==> config.mk <==
export PLATFORM = sky130hd
export DESIGN_NAME = shell_word_tokenizer_top
export DESIGN_NICKNAME = d
export VERILOG_FILES = /design/src/rtl/swt_pkg.sv /design/src/rtl/shell_word_tokenizer_top.sv /design/src/rtl/swt_front.sv /design/src/rtl/swt_queue.sv /design/src/rtl/swt_back.sv
export SDC_FILE = /design/constraint.sdc
export NUM_CORES = 1
export LEC_CHECK = 0
export ABC_CLOCK_PERIOD_IN_PS = 8900
export BUFFER_PORTS_ARGS = -buffer_cell sky130_fd_sc_hd__buf_2
export CAP_MARGIN = 20
export CORE_MARGIN = 2
export CORE_UTILIZATION = 50
export DETAILED_ROUTE_END_ITERATION = 6
export PLACE_DENSITY = 0.66
export SETUP_SLACK_MARGIN = 0.05
export SLEW_MARGIN = 10
export SYNTH_ARGS = -nofsm -noshare
export SYNTH_HDL_FRONTEND = slang
export SYNTH_SLANG_ARGS = --single-unit
==> constraint.sdc <==
create_clock -name clk -period 8.9 [get_ports clk]
set_input_delay 0.445 -clock clk [delete_from_list [all_inputs] [get_ports clk]]
set_output_delay 0.445 -clock clk [all_outputs]
set_load 0.01 [all_outputs]
==> src/rtl/swt_pkg.sv <==
// ----------------------------------------------------------------------------
// Shell word tokenizer package
// Character codes, result kinds, lexer modes and shared types.
// ----------------------------------------------------------------------------
package swt_pkg;

  // Character codes.
  localparam logic [7:0] CH_NUL    = 8'h00;
  localparam logic [7:0] CH_TAB    = 8'h09;
  localparam logic [7:0] CH_NL     = 8'h0A;
  localparam logic [7:0] CH_VT     = 8'h0B;
  localparam logic [7:0] CH_FF     = 8'h0C;
  localparam logic [7:0] CH_CR     = 8'h0D;
  localparam logic [7:0] CH_SPACE  = 8'h20;
  localparam logic [7:0] CH_DQUOTE = 8'h22;
  localparam logic [7:0] CH_HASH   = 8'h23;
  localparam logic [7:0] CH_SQUOTE = 8'h27;
  localparam logic [7:0] CH_SEMI   = 8'h3B;
  localparam logic [7:0] CH_BSLASH = 8'h5C;

  // Result kinds.
  localparam logic [2:0] KIND_CHAR       = 3'd0;
  localparam logic [2:0] KIND_WORD_END   = 3'd1;
  localparam logic [2:0] KIND_SINGLE_END = 3'd2;
  localparam logic [2:0] KIND_DOUBLE_END = 3'd3;
  localparam logic [2:0] KIND_CMD_END    = 3'd4;
  localparam logic [2:0] KIND_INPUT_END  = 3'd5;
  localparam logic [2:0] KIND_SINGLE_ERR = 3'd6;
  localparam logic [2:0] KIND_DOUBLE_ERR = 3'd7;

  // Lexer modes.
  localparam logic [2:0] MODE_IDLE    = 3'd0;
  localparam logic [2:0] MODE_WORD    = 3'd1;
  localparam logic [2:0] MODE_SINGLE  = 3'd2;
  localparam logic [2:0] MODE_DOUBLE  = 3'd3;
  localparam logic [2:0] MODE_COMMENT = 3'd4;

  // Results per input transfer and queue sizing.
  localparam int MAX_RES     = 3;
  localparam int QUEUE_DEPTH = 4;
  localparam int QUEUE_AW    = $clog2(QUEUE_DEPTH);

  // Lexer state carried from byte to byte.
  typedef struct packed {
    logic [2:0] mode;
    logic       held_bs;
    logic       held_raw;
  } lex_state_t;

  // All results caused by one input transfer.
  typedef struct packed {
    logic [1:0]                cnt;
    logic [MAX_RES-1:0][7:0]   tok_bytes;
    logic [MAX_RES-1:0][2:0]   kinds;
  } res_group_t;

endpackage

==> src/rtl/shell_word_tokenizer_top.sv <==
// ----------------------------------------------------------------------------
// Shell word tokenizer top level
// Byte-serial shell-style lexer producing token characters and end markers.
// ----------------------------------------------------------------------------
// Usage:
//   The input channel (in_valid, in_stall) carries one byte per transfer, with
//   in_input_done or a zero byte marking the end of input. The output channel
//   (out_valid, out_stall) carries one result per transfer: a token character
//   or an end marker in out_kind, with out_last set on the final result that
//   an input byte caused. Bytes that cause no result produce no output.
//   An input byte is taken every cycle while the result queue has room. Its
//   results are written into the queue, then loaded into the output group
//   register before they appear. Results leave at one per cycle while
//   out_stall is low, so the output port sets the sustained rate: one byte
//   per cycle while each byte yields at most one result, slower otherwise.
//   A four-entry queue of result groups separates the two sides; while the
//   receiver stalls, the current result holds and input is accepted until the
//   queue fills, after which in_stall rises.
//   Synchronous reset returns the lexer to idle between tokens and empties
//   the queue and the output stage.
// ----------------------------------------------------------------------------
module shell_word_tokenizer_top (
  input  logic       clk,
  input  logic       rst_n,
  input  logic       in_valid,
  output logic       in_stall,
  input  logic [7:0] in_byte,
  input  logic       in_input_done,
  output logic       out_valid,
  input  logic       out_stall,
  output logic [7:0] out_token_byte,
  output logic [2:0] out_kind,
  output logic       out_last
);
  import swt_pkg::*;

  logic       push;
  res_group_t push_grp;
  logic       q_full;
  logic       pop;
  logic       q_nempty;
  res_group_t head_grp;

  // Lexer step and input handshake.
  swt_front u_front (
    .clk           (clk),
    .rst_n         (rst_n),
    .in_valid      (in_valid),
    .in_stall      (in_stall),
    .in_byte       (in_byte),
    .in_input_done (in_input_done),
    .q_full        (q_full),
    .push          (push),
    .push_grp      (push_grp)
  );

  // Result group queue.
  swt_queue u_queue (
    .clk      (clk),
    .rst_n    (rst_n),
    .push     (push),
    .push_grp (push_grp),
    .full     (q_full),
    .pop      (pop),
    .nempty   (q_nempty),
    .head_grp (head_grp)
  );

  // Result serializer and output handshake.
  swt_back u_back (
    .clk            (clk),
    .rst_n          (rst_n),
    .q_nempty       (q_nempty),
    .head_grp       (head_grp),
    .pop            (pop),
    .out_valid      (out_valid),
    .out_stall      (out_stall),
    .out_token_byte (out_token_byte),
    .out_kind       (out_kind),
    .out_last       (out_last)
  );

endmodule

==> src/rtl/swt_front.sv <==
// ----------------------------------------------------------------------------
// Shell word tokenizer front end
// Accepts input bytes, steps the lexer state and forms the result group.
// ----------------------------------------------------------------------------
module swt_front (
  input  logic               clk,
  input  logic               rst_n,
  input  logic               in_valid,
  output logic               in_stall,
  input  logic [7:0]         in_byte,
  input  logic               in_input_done,
  input  logic               q_full,
  output logic               push,
  output swt_pkg::res_group_t push_grp
);
  import swt_pkg::*;

  typedef struct packed {
    lex_state_t st;
    res_group_t grp;
  } lex_ctx_t;

  lex_state_t st_r;
  lex_state_t st_nxt;
  lex_ctx_t   ctx;
  logic       accept;

  // Append one result while room remains; extra results are dropped.
  function automatic lex_ctx_t emit(lex_ctx_t x, logic [7:0] b, logic [2:0] k);
    lex_ctx_t r;
    r = x;
    if (x.grp.cnt != 2'd3) begin
      r.grp.tok_bytes[x.grp.cnt] = b;
      r.grp.kinds[x.grp.cnt]     = k;
      r.grp.cnt                  = x.grp.cnt + 2'd1;
    end
    return r;
  endfunction

  function automatic logic is_blank(logic [7:0] c);
    return (c == CH_SPACE) || (c == CH_TAB) || (c == CH_VT) ||
           (c == CH_FF) || (c == CH_CR);
  endfunction

  // Character seen between tokens.
  function automatic lex_ctx_t idle_char(lex_ctx_t x, logic [7:0] c);
    lex_ctx_t r;
    r = x;
    if (c == CH_DQUOTE) begin
      r.st.mode = MODE_DOUBLE;
    end else if (c == CH_SQUOTE) begin
      r.st.mode = MODE_SINGLE;
    end else if (is_blank(c)) begin
      r = x;
    end else if (c == CH_HASH) begin
      r.st.mode = MODE_COMMENT;
    end else if ((c == CH_NL) || (c == CH_SEMI)) begin
      r = emit(r, CH_NUL, KIND_CMD_END);
    end else begin
      r.st.mode = MODE_WORD;
      if (c == CH_BSLASH) begin
        r.st.held_bs = 1'b1;
      end else begin
        r = emit(r, c, KIND_CHAR);
      end
    end
    return r;
  endfunction

  // One character after line continuations are removed.
  function automatic lex_ctx_t logical_char(lex_ctx_t x, logic [7:0] c);
    lex_ctx_t   r;
    logic [7:0] q;
    logic [2:0] kend;
    logic       skip;
    r    = x;
    q    = (x.st.mode == MODE_SINGLE) ? CH_SQUOTE : CH_DQUOTE;
    kend = (x.st.mode == MODE_SINGLE) ? KIND_SINGLE_END : KIND_DOUBLE_END;
    skip = 1'b0;
    if (x.st.mode == MODE_WORD) begin
      if (x.st.held_bs) begin
        r.st.held_bs = 1'b0;
        r = emit(r, CH_BSLASH, KIND_CHAR);
        r = emit(r, c, KIND_CHAR);
      end else if (c == CH_BSLASH) begin
        r.st.held_bs = 1'b1;
      end else if ((c == CH_DQUOTE) || (c == CH_SQUOTE) || (c == CH_SEMI) ||
                   (c == CH_NL) || is_blank(c)) begin
        r = emit(r, CH_NUL, KIND_WORD_END);
        r.st.mode = MODE_IDLE;
        r = idle_char(r, c);
      end else begin
        r = emit(r, c, KIND_CHAR);
      end
    end else if ((x.st.mode == MODE_SINGLE) || (x.st.mode == MODE_DOUBLE)) begin
      if (x.st.held_bs) begin
        r.st.held_bs = 1'b0;
        if (c == q) begin
          r = emit(r, c, KIND_CHAR);
          skip = 1'b1;
        end else begin
          r = emit(r, CH_BSLASH, KIND_CHAR);
        end
      end
      if (!skip) begin
        if (c == q) begin
          r = emit(r, CH_NUL, kend);
          r.st.mode = MODE_IDLE;
        end else if (c == CH_BSLASH) begin
          r.st.held_bs = 1'b1;
        end else begin
          r = emit(r, c, KIND_CHAR);
        end
      end
    end else if (x.st.mode == MODE_COMMENT) begin
      if (c == CH_NL) begin
        r.st.mode = MODE_IDLE;
      end
    end else begin
      r.st.mode    = MODE_IDLE;
      r.st.held_bs = 1'b0;
      r = idle_char(r, c);
    end
    return r;
  endfunction

  // End of input: flush held characters, close the token, reset the state.
  function automatic lex_ctx_t end_of_input(lex_ctx_t x);
    lex_ctx_t r;
    r = x;
    if (x.st.held_raw) begin
      r.st.held_raw = 1'b0;
      r = logical_char(r, CH_BSLASH);
    end
    if (r.st.mode == MODE_WORD) begin
      if (r.st.held_bs) begin
        r = emit(r, CH_BSLASH, KIND_CHAR);
      end
      r = emit(r, CH_NUL, KIND_WORD_END);
      r = emit(r, CH_NUL, KIND_INPUT_END);
    end else if ((r.st.mode == MODE_SINGLE) || (r.st.mode == MODE_DOUBLE)) begin
      if (r.st.held_bs) begin
        r = emit(r, CH_BSLASH, KIND_CHAR);
      end
      r = emit(r, CH_NUL,
               (r.st.mode == MODE_SINGLE) ? KIND_SINGLE_ERR : KIND_DOUBLE_ERR);
    end else begin
      r = emit(r, CH_NUL, KIND_INPUT_END);
    end
    r.st.mode     = MODE_IDLE;
    r.st.held_bs  = 1'b0;
    r.st.held_raw = 1'b0;
    return r;
  endfunction

  // Input transfers are held off only while the result queue is full.
  assign in_stall = q_full;
  assign accept   = in_valid && !in_stall;

  // One lexer step for the byte on the input.
  always_comb begin
    ctx     = '0;
    ctx.st  = st_r;
    if (in_input_done || (in_byte == CH_NUL)) begin
      ctx = end_of_input(ctx);
    end else if (st_r.held_raw) begin
      ctx.st.held_raw = 1'b0;
      if (in_byte != CH_NL) begin
        ctx = logical_char(ctx, CH_BSLASH);
        ctx = logical_char(ctx, in_byte);
      end
    end else if (in_byte == CH_BSLASH) begin
      ctx.st.held_raw = 1'b1;
    end else begin
      ctx = logical_char(ctx, in_byte);
    end
  end

  assign st_nxt   = accept ? ctx.st : st_r;
  assign push     = accept && (ctx.grp.cnt != 2'd0);
  assign push_grp = ctx.grp;

  // Lexer state register.
  always_ff @(posedge clk) begin
    if (!rst_n) begin
      st_r <= '0;
    end else begin
      st_r <= st_nxt;
    end
  end

endmodule

==> src/rtl/swt_queue.sv <==
// ----------------------------------------------------------------------------
// Shell word tokenizer result queue
// Short queue of result groups between the front end and the back end.
// ----------------------------------------------------------------------------
module swt_queue (
  input  logic               clk,
  input  logic               rst_n,
  input  logic               push,
  input  swt_pkg::res_group_t push_grp,
  output logic               full,
  input  logic               pop,
  output logic               nempty,
  output swt_pkg::res_group_t head_grp
);
  import swt_pkg::*;

  res_group_t           mem_r [QUEUE_DEPTH];
  logic [QUEUE_AW-1:0]  wr_ptr_r;
  logic [QUEUE_AW-1:0]  wr_ptr_nxt;
  logic [QUEUE_AW-1:0]  rd_ptr_r;
  logic [QUEUE_AW-1:0]  rd_ptr_nxt;
  logic [QUEUE_AW:0]    count_r;
  logic [QUEUE_AW:0]    count_nxt;
  logic                 do_push;
  logic                 do_pop;

  assign full     = (count_r == QUEUE_AW'(0) + (QUEUE_AW+1)'(QUEUE_DEPTH));
  assign nempty   = (count_r != '0);
  assign head_grp = mem_r[rd_ptr_r];
  assign do_push  = push && !full;
  assign do_pop   = pop && nempty;

  // Pointer and fill count update.
  always_comb begin
    wr_ptr_nxt = do_push ? wr_ptr_r + 1'b1 : wr_ptr_r;
    rd_ptr_nxt = do_pop ? rd_ptr_r + 1'b1 : rd_ptr_r;
    count_nxt  = count_r;
    if (do_push && !do_pop) begin
      count_nxt = count_r + 1'b1;
    end else if (do_pop && !do_push) begin
      count_nxt = count_r - 1'b1;
    end
  end

  always_ff @(posedge clk) begin
    if (!rst_n) begin
      wr_ptr_r <= '0;
      rd_ptr_r <= '0;
      count_r  <= '0;
    end else begin
      wr_ptr_r <= wr_ptr_nxt;
      rd_ptr_r <= rd_ptr_nxt;
      count_r  <= count_nxt;
    end
  end

  // Entry storage.
  always_ff @(posedge clk) begin
    if (do_push) begin
      mem_r[wr_ptr_r] <= push_grp;
    end
  end

endmodule

==> src/rtl/swt_back.sv <==
// ----------------------------------------------------------------------------
// Shell word tokenizer back end
// Takes result groups from the queue and sends one result per unstalled cycle.
// ----------------------------------------------------------------------------
module swt_back (
  input  logic               clk,
  input  logic               rst_n,
  input  logic               q_nempty,
  input  swt_pkg::res_group_t head_grp,
  output logic               pop,
  output logic               out_valid,
  input  logic               out_stall,
  output logic [7:0]         out_token_byte,
  output logic [2:0]         out_kind,
  output logic               out_last
);
  import swt_pkg::*;

  res_group_t grp_r;
  logic       grp_v_r;
  logic       grp_v_nxt;
  logic [1:0] idx_r;
  logic [1:0] idx_nxt;
  logic       xfer;
  logic       is_last;
  logic       take;

  assign is_last        = (idx_r == grp_r.cnt - 2'd1);
  assign xfer           = grp_v_r && !out_stall;
  assign take           = !grp_v_r || (xfer && is_last);
  assign pop            = take && q_nempty;

  assign out_valid      = grp_v_r;
  assign out_token_byte = grp_r.tok_bytes[idx_r];
  assign out_kind       = grp_r.kinds[idx_r];
  assign out_last       = is_last;

  // Step through the current group, loading the next one after its last result.
  always_comb begin
    grp_v_nxt = grp_v_r;
    idx_nxt   = idx_r;
    if (take) begin
      grp_v_nxt = q_nempty;
      idx_nxt   = 2'd0;
    end else if (xfer) begin
      idx_nxt = idx_r + 2'd1;
    end
  end

  always_ff @(posedge clk) begin
    if (!rst_n) begin
      grp_v_r <= 1'b0;
      idx_r   <= 2'd0;
    end else begin
      grp_v_r <= grp_v_nxt;
      idx_r   <= idx_nxt;
    end
  end

  // Current group payload.
  always_ff @(posedge clk) begin
    if (pop) begin
      grp_r <= head_grp;
    end
  end

endmodule

==> flow_metrics.tcl, run 1 <==
set metrics [dict create \
    post_cts_buffers 0 \
    ios 27 \
    synthAdderAreaFrac_pct 1.905 \
    area_growth_pct 10.46 \
    ctsResizeCount 0 \
    rows 48 \
    drt_pass1_iterations 5 \
    cpMaxStageDelayCell "dfxtp_1" \
    rsz0062_at_grt "no" \
    critPathLaunchType "register" \
    fmax_ghz 0.2123 \
    final_nets 690 \
    r2r_start "u_front.st_r[4]" \
    diodes 0 \
    reg2reg_slack_ns 4.19 \
    vias 5661 \
    drt-total-wl_um 20430 \
    async_flop_share_pct 0 \
    finalSetupTns_ns 0 \
    ys_ff_latch 190 \
    reg2regPathDepth 17 \
    critPathMaxStageDelay_ns 0.70 \
    drv_cap 0 \
    final_cell_mix "edfxtp_1 (175), nand2_1 (45), o21ai_0 (40)" \
    leakagePower_nw 3.252 \
    critPathCaptureType "register" \
    ant_nets 0 \
    numCtsBuffers 17 \
    worst_hold_slack_ns 0.3432 \
    cts.sink_count 190 \
    worstPathMaxFanout 20 \
    ys_seq_area_share_pct 62.19 \
    ctsHoldBuffers 0 \
    whs_path_depth 3 \
    die_x_um 137.7 \
    min_period_ns 4.709 \
    regToRegEndpoint "u_queue.count_r[2]" \
    die-height_um 137.7 \
    globalplace.congestion 0.9584 \
    htreeDepth 4 \
    clk_latency_ns 0.42 \
    status "finished, final reports clean" \
    syn-num-nets 667 \
    synthFlopType "edfxtp_1" \
    synth.distinct_cells 69 \
    period_share_pct 52.91 \
    setup_violations 0 \
    cts.clk_slew.worst_paths_ns 0.07 \
    grt_pass1_wl_um 31880 \
    n_fill_cell 1375 \
    drc_errors 0 \
    synth_top_area_share_pct 58.83 \
    grt_max_degree 38 \
    power.density_nw_per_um2 241.7 \
    synth_top_family_by_area "compound AO/OA/AOI/OAI gates" \
    core_um2 17360 \
    vias_per_cell 6.283 \
    cp.required_ns 9.24 \
    start_util_pct 51.46 \
    clk_path_buf_depth 2 \
    slew_headroom_pct 39.17 \
    wl_per_cell_um 22.67 \
    slew_viol_final 0 \
    worst_ep_arrival_time_ns 5.05 \
    cts_tree "yes" \
    grt_overflow_total 0 \
    avgSynthCellArea_um2 13.93 \
    final_common_cell "edfxtp_1" \
    hold_viol_final 0 \
    synthTopCellsByArea "edfxtp_1 (59%), mux4_2 (8.8%), dfxtp_1 (3.4%), o21ai_0 (2.2%), a21oi_1 (2.1%)" \
    synth-compound-area-share_pct 11.35 \
    netlist_area_um2 8932 \
    layout-drive-gt1-share_pct 18.64 \
    clockRootBuffer "clkbuf_16" \
    hold-path-endpoint "u_back.idx_r[1]" \
    worstHoldPathType "primary input to register" \
    synthMuxAreaShare_pct 11.09 \
    io_buffer_count 26 \
    die_area_um2 18950 \
    synth_xor_area_share_pct 0.5883 \
    peakVddDrop_mv 0.2180 \
    synth_top_area_cell "edfxtp_1" \
    synth_edf_count 175 \
    grt_pass1_vias 5497 \
    synth-simple-area-share_pct 10.44 \
    hold_path.startpoint "out_stall" \
    dr.first_iter.drc_count 627 \
    yosys_warnings 0 \
    syn_inst 641 \
    crit_type "register to register" \
    grt_use_total_pct 23.03 \
    tightest_slew_ns 0.9042 \
    antenna_found_initial 0 \
    hpwl_um 13340 \
    worstPathCellList "o21ba_2 > and2_1 > nand2_1 > o21a_1 > inv_1 > ha_1 > o21ai_0 > o31ai_1 > a211oi_1 > a221oi_4 > a31oi_4 > ha_1 > inv_1 > fa_1 > xor2_1 > or3_1 > a21boi_0" \
    finClkSkew_ns 0.01213 \
]
-- per-stage QoR --
stage,worst slack (ns),instance area [µm²],cells,total power [mW],util [%]
2_1_floorplan,4.952,8932,641,1.554,-
5_1_grt,3.860,9867,901,2.500,56.85
4_1_cts,4.233,9867,901,2.413,56.85
3_3_place_gp,4.429,9311,870,1.691,53.65
6_report,4.191,9867,901,2.385,56.85
3_5_place_dp,4.262,9311,870,1.707,53.65
-- per-layer routing --
metal  part of all wire, %  GRT usage, %  vias up
met2                    48         35.74      250
met1                    44         32.99     2824
met4                   2.0         7.388        0
met5                     0             0        -
li1                      -             -     2554
met3                   6.1         4.415       33
-- cell usage after synthesis (all sizes together) (11+ instances only) --
master / instances
and2: 17
nor3b: 11
clkbuf: 25
nor3: 12
a21oi: 37
nor2: 28
buf: 15
mux4: 35
dfxtp: 15
nand2: 45
o21ai: 46
inv: 13
edfxtp: 175
mux2i: 19
ha: 12
-- cells by family (layout without fill, tap and decap cells) --
group | count (synthesis) | in the layout
flops | 190 | 190
simple gates | 172 | 172
compound gates | 153 | 153
mux | 54 | 54
buf+inv | 53 | 88
fa+ha+maj | 13 | 13
xor+xnor | 6 | 6
-- area by class of cell --
cell class | count | area, µm² | area share [%]
Tap cell | 225 | 281.5 | 2.853
Clock inverter | 14 | 130.1 | 1.319
Inverter | 13 | 48.80 | 0.4945
Timing Repair Buffer | 44 | 265.3 | 2.688
Sequential cell | 190 | 5557 | 56.32
Clock buffer | 17 | 425.4 | 4.311
Multi-Input combinational cell | 398 | 3159 | 32.02
-- worst max path at each step --
stage / from / cells after the start / slack [ns] / to
global route: u_front.st_r[4] / 17 / 3.86 / u_queue.count_r[2]
floorplan: u_front.st_r[1] / 17 / 4.95 / u_queue.count_r[2]
finish: u_front.st_r[4] / 17 / 4.19 / u_queue.count_r[2]
detailed placement: u_front.st_r[4] / 17 / 4.26 / u_queue.count_r[2]
global placement: u_front.st_r[4] / 17 / 4.43 / u_queue.count_r[2]
CTS: u_front.st_r[4] / 17 / 4.23 / u_queue.count_r[2]
-- sequential cells by signal, summed over array words and instances, names as in the netlist --
register          count
u_back.out_valid      1
u_back.idx_r          2
u_front.st_r          5
u_back.grp_r         35
u_queue.count_r       3
u_queue.mem_r       140
u_queue.rd_ptr_r      2
u_queue.wr_ptr_r      2
-- power by group --
group	internal, mW	leakage (nW)	switching, mW
sequential	1.15	1.79	0.0429
clock	0.368	0.271	0.337
combinational	0.206	1.19	0.276
-- worst max-delay path: cells and delay by family (launching register included) --
kind | cells | cell delay (ns)
adders and majority gates | 3 | 0.97
AOI/OAI and AO/OA | 8 | 1.84
buffers and inverters | 2 | 0.19
and+or+nand+nor | 3 | 0.75
DFF | 1 | 0.70
xor gates and xnor gates | 1 | 0.17
(Power assumes the default switching activity.)
==> run 2: changes to the inputs <==
--- a/config.mk
+++ b/config.mk
@@ -5,13 +5,13 @@
 export SDC_FILE = /design/constraint.sdc
 export NUM_CORES = 1
 export LEC_CHECK = 0
-export ABC_CLOCK_PERIOD_IN_PS = 8900
+export ABC_CLOCK_PERIOD_IN_PS = 4300
 export BUFFER_PORTS_ARGS = -buffer_cell sky130_fd_sc_hd__buf_2
 export CAP_MARGIN = 20
 export CORE_MARGIN = 2
 export CORE_UTILIZATION = 50
 export DETAILED_ROUTE_END_ITERATION = 6
-export PLACE_DENSITY = 0.66
+export PLACE_DENSITY = 0.69
 export SETUP_SLACK_MARGIN = 0.05
 export SLEW_MARGIN = 10
 export SYNTH_ARGS = -nofsm -noshare
==> constraint.sdc (replaced) <==
create_clock -name clk -period 4.3 [get_ports clk]
set_input_delay 0.215 -clock clk [delete_from_list [all_inputs] [get_ports clk]]
set_output_delay 0.215 -clock clk [all_outputs]
set_load 0.01 [all_outputs]
==> flow_metrics.tcl, run 2 (same netlist as run 1, synthesis figures left out) <==
set metrics [dict create \
    drt_pass1_iterations 5 \
    hold-path-endpoint "u_back.idx_r[1]" \
    grt_overflow_total 0 \
    core_um2 17360 \
    largestRegisters "u_queue.mem_r: 140 flops, u_back.grp_r: 35 flops, u_front.st_r: 5 flops" \
    worstHoldPathType "primary input to register" \
    start_util_pct 51.46 \
    worstPathMaxFanout 19 \
    vias_per_cell 6.293 \
    diodes 0 \
    ctsResizeCount 0 \
    rsz0062_at_grt "no" \
    fin_ws_ns 0.3784 \
    cts_tree "yes" \
    stdcell_count 910 \
    period_share_pct 91.20 \
    critPathMaxStageDelay_ns 0.43 \
    critPathCaptureType "register" \
    cts.sink_count 190 \
    final_common_cell "edfxtp_1" \
    max_flop_register "u_queue.mem_r" \
    fin_util_pct 57.42 \
    placed_cells 879 \
    grt_pass1_vias 5746 \
    worst-path-buf-inv 2 \
    status "finished, final reports clean" \
    slew_headroom_pct 34.65 \
    final_nets 699 \
    r2r_start "u_front.st_r[4]" \
    leakagePower_nw 3.305 \
    clockRootBuffer "clkbuf_16" \
    layout-drive-gt1-share_pct 19.71 \
    dr.first_iter.drc_count 404 \
    drv_cap 0 \
    place_area_um2 9379 \
    peakVddDrop_mv 0.3472 \
    ios 27 \
    final_area_um2 9966 \
    dp_slack_ns 0.3275 \
    regToRegEndpoint "u_queue.count_r[2]" \
    hpwl_um 14350 \
    die_area_um2 18950 \
    setup_violations 0 \
    slew_viol_final 0 \
    worst_ep_arrival_time_ns 4.27 \
    vias 5727 \
    ctsHoldBuffers 0 \
    min_period_ns 3.922 \
    n_fill_cell 1389 \
    finClkSkew_ns 0.01428 \
    io_buffer_count 26 \
    post_cts_buffers 0 \
    worstPathCellList "buf_4 > nor3b_1 > nor2b_1 > o21a_1 > ha_1 > o21ai_0 > o31ai_1 > a211oi_2 > a221oi_4 > a31oi_4 > ha_1 > inv_1 > fa_1 > xor2_1 > or3_1 > a21boi_0" \
    numCtsBuffers 17 \
    htreeDepth 4 \
    drt-total-wl_um 21710 \
    cpLargestDelayFamily "compound AO/OA/AOI/OAI gates" \
    hold_path.startpoint "out_stall" \
    hold_viol_final 0 \
    grt_use_total_pct 24.52 \
    cpMaxStageDelayCell "fa_1" \
    clk_path_buf_depth 2 \
    die-height_um 137.7 \
    crit_type "register to register" \
    finalSetupTns_ns 0 \
    globalplace.congestion 0.9650 \
    clk_latency_ns 0.43 \
    rows 48 \
    final_cell_mix "edfxtp_1 (175), nand2_1 (45), o21ai_0 (40)" \
    wl_per_cell_um 23.85 \
    regArea_um2 5557 \
    multi_input_area_um2 3164 \
    cpMostUsedCell "ha_1" \
    reg2regPathDepth 16 \
    ant_nets 0 \
    die_x_um 137.7 \
    whs_path_depth 3 \
    reg2reg_slack_ns 0.38 \
    power.density_nw_per_um2 506.8 \
    antenna_found_initial 0 \
    fmax_ghz 0.2550 \
    area_growth_pct 11.57 \
    grt_pass1_wl_um 33600 \
    drc_errors 0 \
    cts.clk_slew.worst_paths_ns 0.06 \
    grt_max_degree 37 \
    cp.required_ns 4.65 \
    largest_reg_flops 140 \
    critPathLaunchType "register" \
    tightest_slew_ns 0.9736 \
]
## run 2: cell types whose count changed in the layout (fill, tap and decap cells not counted), sizes merged
cell      delta
inv          -1
clkinv       -2
bufinv       +2
clkinvlp     +1
buf          +9
## run 2: layout make-up
type                            instances  area share, %
Multi-Input combinational cell        398          31.75
Inverter                               13         0.4896
Clock inverter                         14          1.569
Clock buffer                           17          4.269
Sequential cell                       190          55.76
Timing Repair Buffer                   53          3.340
Tap cell                              225          2.825
## run 2: worst reg2reg max path, delay by kind of cell (launching register included)
family,cells,cell delay (ns)
AO/OA/AOI/OAI,7,1.38
flip-flops,1,0.32
AND/OR/NAND/NOR,3,0.69
buffers and inverters,2,0.30
XOR/XNOR,1,0.18
adder cells (fa/ha/maj),3,0.98
## run 2: worst max-delay path by stage
stage	from	endpoint	slack, ns	cells after the start
after floorplan	u_front.st_r[1]	u_queue.count_r[2]	0.35	17
after global placement	u_front.st_r[4]	u_queue.count_r[2]	0.37	16
after detailed placement	u_front.st_r[4]	u_queue.count_r[2]	0.33	16
after CTS	u_front.st_r[4]	u_queue.count_r[2]	0.25	16
after global routing	u_front.st_r[4]	u_queue.count_r[2]	0.08	16
final	u_front.st_r[4]	u_queue.count_r[2]	0.38	16
## run 2: metal layers
layer	share of wire [%]	GRT usage [%]	vias up
li1	-	-	2566
met1	45	33.94	2887
met2	47	39.11	239
met3	5.5	4.930	35
met4	2.4	8.133	0
met5	0	0	-
## run 2: through the flow
| stage | power, mW | hold slack [ns] |
|---|---|---|
| floorplan | 3.217 | 0.3577 |
| global placement | 3.518 | 0.4797 |
| detailed placement | 3.552 | 0.4878 |
| CTS | 5.104 | 0.07444 |
| global route | 5.272 | 0.1335 |
| finish | 5.051 | 0.09926 |
## run 2: power breakdown
part           leakage (nW)  internal (mW)  switching, mW
registers              1.79           2.39          0.120
logic                  1.23          0.430          0.556
clock network         0.279          0.866          0.690
total                  3.31           3.69           1.37
